==> config.mk <==
export PLATFORM = sky130hd
export DESIGN_NAME = srib_cell
export DESIGN_NICKNAME = d
export VERILOG_FILES = /design/src/design/srib_pkg.sv /design/src/design/srib_cell.sv
export SDC_FILE = /design/constraint.sdc
export NUM_CORES = 1
export LEC_CHECK = 0
export BUFFER_PORTS_ARGS = -buffer_cell sky130_fd_sc_hd__buf_4
export CAP_MARGIN = 20
export CORE_ASPECT_RATIO = 0.8
export CORE_MARGIN = 2
export CORE_UTILIZATION = 45
export DETAILED_ROUTE_END_ITERATION = 10
export PLACE_DENSITY_LB_ADDON = 0.25
export SYNTH_ARGS = -nofsm -noshare
export SYNTH_HDL_FRONTEND = slang
export SYNTH_SLANG_ARGS = --single-unit
==> constraint.sdc <==
create_clock -name clk_i -period 13.6 [get_ports clk_i]
set_clock_uncertainty 0.15 [all_clocks]
set_input_delay 1.36 -clock clk_i [delete_from_list [all_inputs] [get_ports clk_i]]
set_output_delay 1.36 -clock clk_i [all_outputs]
set_load 0.03 [all_outputs]
==> src/design/srib_pkg.sv <==
// Package for the sorted record insertion buffer.
// Holds the item structs, the stored entry type, the cell control struct and the ordering function.
// No dependencies.
package srib_pkg;

  localparam int unsigned GradeW = 16;
  localparam int unsigned SidW   = 30;
  localparam int unsigned TagW   = 16;

  localparam logic OpInsert = 1'b0;
  localparam logic OpFlush  = 1'b1;

  typedef struct packed {
    logic              op;
    logic [GradeW-1:0] grade;
    logic [SidW-1:0]   student_id;
    logic [TagW-1:0]   record_tag;
  } in_item_t;

  typedef struct packed {
    logic [GradeW-1:0] out_grade;
    logic [SidW-1:0]   out_student_id;
    logic [TagW-1:0]   out_tag;
    logic              last;
    logic              empty_res;
    logic              overflow;
  } out_item_t;

  typedef struct packed {
    logic [GradeW-1:0] grade;
    logic [SidW-1:0]   student_id;
    logic [TagW-1:0]   tag;
  } entry_t;

  typedef struct packed {
    logic insert;
    logic shift_out;
  } cell_ctrl_t;

  // True if record a must be stored strictly ahead of record b.
  function automatic logic goes_before(entry_t a, entry_t b);
    logic res;
    if (a.grade != b.grade) begin
      res = (a.grade > b.grade);
    end else begin
      res = (a.student_id > b.student_id);
    end
    return res;
  endfunction

endpackage

==> src/design/srib_cell.sv <==
// One cell of the sorted insertion chain.
// Holds one entry, compares it with the broadcast record and trades with its neighbors.
// Depends on srib_pkg.
module srib_cell import srib_pkg::*; (
  input  logic       clk_i,
  input  cell_ctrl_t ctrl_i,
  input  entry_t     new_entry_i,
  input  logic       occupied_i,
  input  logic       prev_ins_i,
  input  entry_t     prev_entry_i,
  input  entry_t     next_entry_i,
  output logic       ins_o,
  output entry_t     entry_o
);

  entry_t entry_q, entry_d;

  // The new record belongs here or further up when the cell is free or holds a later record.
  assign ins_o = !occupied_i || goes_before(new_entry_i, entry_q);

  always_comb begin
    entry_d = entry_q;
    if (ctrl_i.shift_out) begin
      entry_d = next_entry_i;
    end else if (ctrl_i.insert) begin
      if (prev_ins_i) begin
        entry_d = prev_entry_i;
      end else if (ins_o) begin
        entry_d = new_entry_i;
      end
    end
  end

  always_ff @(posedge clk_i) begin
    entry_q <= entry_d;
  end

  assign entry_o = entry_q;

endmodule
* Word-level counts from Yosys, hierarchy flattened *
Index checks and enable logic that the tools add are counted.

storage, ports and cells
  register bits after elaboration = 62
  input bits = 191
  output and inout port bits = 63

operators by class
  magnitude comparators = 2
  equal/unequal tests = 1
  mux-type cells = 5
  reductions and logical operators = 5

operators with widths
  kind                count
  $mux W62            4
  $gt A30 B30 Y1      1
  $gt A16 B16 Y1      1
  $ne A16 B16 Y1      1
  $reduce_bool A3 Y1  1
  $reduce_and A2 Y1   1
  $reduce_bool A2 Y1  1
  $logic_not A1 Y1    1
  $logic_or A1 B1 Y1  1
  $mux W1             1

* Logic depth before layout (Yosys ltp) *
  depth after elaboration = 7
  depth in mapped cells = 8

* Worst setup path before layout *
OpenSTA, ideal clock, no wires.

  path kind = in2reg
  start point = input new_entry_i[61] in the netlist's numbering
  end point = register entry_q, in the netlist entry_o[0], enable pin
  library setup time = 0.519 ns
  data arrival time = 5.697 ns
  setup slack = 7.234 ns
  cell stages on the path = 7
  buffers on the path = 0
  cells stage by stage = ha_1 > nand4_1 > nor3_1 > o21ai_1 > o211ai_1 > a21boi_0 > a31oi_1

on the way
  cells in the longest elaborated chain, start to end = 5
  elaborated cells on any way between the ends = 6

ends and longest elaborated chain
  item                                              RTL line                        RTL
  start, declared                                   srib_cell.sv:7                  input entry_t new_entry_i,
  $gt A16 B16 Y1 or $ne A16 B16 Y1 (tied branches)  srib_pkg.sv:44, srib_pkg.sv:43
  $mux W1 *                                         srib_pkg.sv:43                  if (a.grade != b.grade) begin
  $logic_or A1 B1 Y1 *                              srib_cell.sv:19                 assign ins_o = !occupied_i || goes_before(new_entry_i, entry_q);
  $reduce_bool A3 Y1 (no line) *                    -
  $reduce_and A2 Y1 (no line) *                     -
  end signal, assigned                              srib_cell.sv:35                 entry_q <= entry_d;
  end, declared                                     srib_cell.sv:16                 entry_t entry_q, entry_d;

Every way passes the cells marked *; elsewhere a longest branch is shown, timed or not.
A chain may end at the register's enable or synchronous reset.

* Final worst setup path *
  start point = input new_entry_i[29] in the netlist's numbering
  end point = output ins_o

on the way
  cells in the longest elaborated chain, start to end = 3

ends and longest elaborated chain
  item                RTL line         RTL
  $gt A30 B30 Y1      srib_pkg.sv:46   res = (a.student_id > b.student_id);
  $mux W1             srib_pkg.sv:43
  $logic_or A1 B1 Y1  srib_cell.sv:19
  end, declared       srib_cell.sv:12  output logic ins_o,

No other way between the ends.

==> flow_metrics.tcl <==
set metrics [dict create \
    layout-area-overhead-vs-synth_pct 53.23 \
    final_common_cell "buf_4" \
    synth.avg_cell_area_sq_um 9.784 \
    drt_iter0_drc 131 \
    cts_tree "done" \
    via_count 4129 \
    clock_latency_ps 320 \
    ctsHoldBuffers 0 \
    max_slew_margin_pct 28.24 \
    reg2reg_from "entry_o[61]" \
    cp.arrival_ps 3360 \
    met2_usage_pct 42.76 \
    powerDensity_nw_per_um2 107.8 \
    portBuffers 253 \
    syn_nets 680 \
    die_area_sq_um 10440 \
    drive_above_1_share_pct 39.19 \
    r2r_cells 9 \
    clkTransAtPathRegs_ps 60 \
    cts_inserted_buffers 9 \
    rsz0062_at_grt "false" \
    syn_inst 443 \
    ant_nets 0 \
    worstSetupStartpointType "input pin" \
    grt-busiest-layer "met2" \
    clock_path_buffers 2 \
    vdd_drop_max_mv 0.07706 \
    grt_first_pass_wirelength_um 19260 \
    layout.nets 926 \
    first_global_vias 4090 \
    grt_max_degree 99 \
    hold_path_class "in -> reg" \
    core_area_sq_um 9489 \
    antennaDiodeCount 0 \
    crit_type "in -> out" \
    die_h_um 91.78 \
    drt-total-wl_um 12470 \
    period_minus_slack_ps 4868 \
    worst_pin_slew_ps 1076 \
    cap_violations 0 \
    hp-start "next_entry_i[19]" \
    yosysWarnings 0 \
    dp_hpwl_um 9854 \
    post_cts_buffers 0 \
    antenna_found_initial 0 \
    rows 32 \
    largest_reg_flops 62 \
    post-route-period-util_pct 35.79 \
    holdPathStages 3 \
    setup_viol 0 \
    track_usage_pct 23.63 \
    first_pass_iters 4 \
    p_leak_nw 3.344 \
    root_buffer "clkbuf_16" \
    route.detailed.drc 0 \
    fmax_mhz 205.4 \
    synth_area_sq_um 4334 \
    grt_overflow 0 \
    tns_ps 0 \
    cts_resized 0 \
    mostFrequentLayoutCells "buf_4 (256), nand2_1 (79), mux2i_1 (62), edfxtp_1 (62), o21ai_1 (56)" \
    worstSetupEndpointType "output port" \
    htreeDepth 3 \
    cp_max_fo 3 \
    ys_seq_area_share_pct 42.96 \
    ioPinCount 254 \
    via_per_inst 5.079 \
    fp.dieW_um 113.7 \
    holdPathEnd "entry_o[19]" \
    ys_types 26 \
    clock_sinks 62 \
    initial_utilization_pct 45.68 \
    slew_violations 0 \
    ff2ff_setup_slack_ps 10400 \
    grt_util_met1_pct 26.75 \
    grt_use_met3_pct 7.469 \
    required_ps 12090 \
    r2r-end "entry_o[18]" \
    status "complete, no violations" \
    place_congestion 0.8192 \
    total_power_uw 715.8 \
    hold_viol 0 \
    ys_ff_latch 62 \
    wl_per_cell_um 15.33 \
]
## cell usage after synthesis (all sizes together)
library cell	n	area share [%]
nand4	8	1.4
mux2i	62	14
buf	8	1.4
a21boi	1	0.17
nand2	79	6.8
o31ai	1	0.17
nor2	8	0.69
o221ai	1	0.20
a31oi	2	0.29
nand2b	2	0.29
o21ai	67	7.7
a211oi	5	0.87
nor3	2	0.23
clkbuf	13	1.1
edfxtp	62	43
a22oi	2	0.35
ha	46	13
nand3	2	0.23
nor4	2	0.64
inv	49	4.2
a21oi	19	2.2
o211ai	2	0.35
## logic make-up after synthesis
| family | after synthesis | synth area share [%] |
|---|---|---|
| AOI/OAI and AO/OA | 100 | 12.33 |
| adders and majority gates | 46 | 13.28 |
| buffers and inverters | 70 | 6.755 |
| DFF | 62 | 42.96 |
| muxes | 62 | 14.32 |
| and+or+nand+nor | 103 | 10.36 |
## layout make-up
| cell class | instances | area, sq um |
|---|---|---|
| Tap cell | 119 | 148.9 |
| Inverter | 49 | 183.9 |
| Clock buffer | 11 | 232.7 |
| Timing Repair Buffer | 256 | 1922 |
| Fill cell | 729 | 2848 |
| Sequential cell | 62 | 1862 |
| Multi-Input combinational cell | 311 | 2195 |
| Clock inverter | 5 | 97.59 |
## critical path: stages
cell     delay (ps)
buf_4           110
ha_1            310
nand4_1         160
nor4_1          600
a31oi_1         160
a22oi_1         380
nand2_1          90
buf_4           190
## per-layer routing
metal  up-vias  wire, um
met1      1870      4991
met5         -         0
met4         0       237
met3        19      1007
li1       2071         -
met2       169      6231
## power by group
part           internal [mW]  leakage (nW)  switching [mW]
Combinational         0.0959          2.55           0.116
Sequential             0.237         0.638          0.0104
Clock                  0.178         0.159          0.0785
## how the worst max path moves through the flow
stage / from / to / depth (start not counted)
floorplan: new_entry_i[61] / entry_o[0] / 7
CTS: new_entry_i[29] / ins_o / 8
detailed placement: new_entry_i[29] / ins_o / 8
global placement: new_entry_i[29] / ins_o / 8
finish: new_entry_i[29] / ins_o / 8
global route: new_entry_i[29] / ins_o / 8
## metrics by stage
stage | hold slack, ps | instances | worst slack, ps | utilization [%] | cell area [sq um]
after detailed placement | 1493 | 797 | 8739 | 66.51 | 6311
after floorplan | 1401 | 443 | 7234 | - | 4334
final | 1164 | 813 | 8732 | 69.99 | 6641
after global placement | 1486 | 797 | 8794 | 66.51 | 6311
after global routing | 1173 | 813 | 8648 | 69.99 | 6641
after CTS | 1156 | 813 | 8739 | 69.99 | 6641
Note: power is estimated with default switching activity, not from simulation.
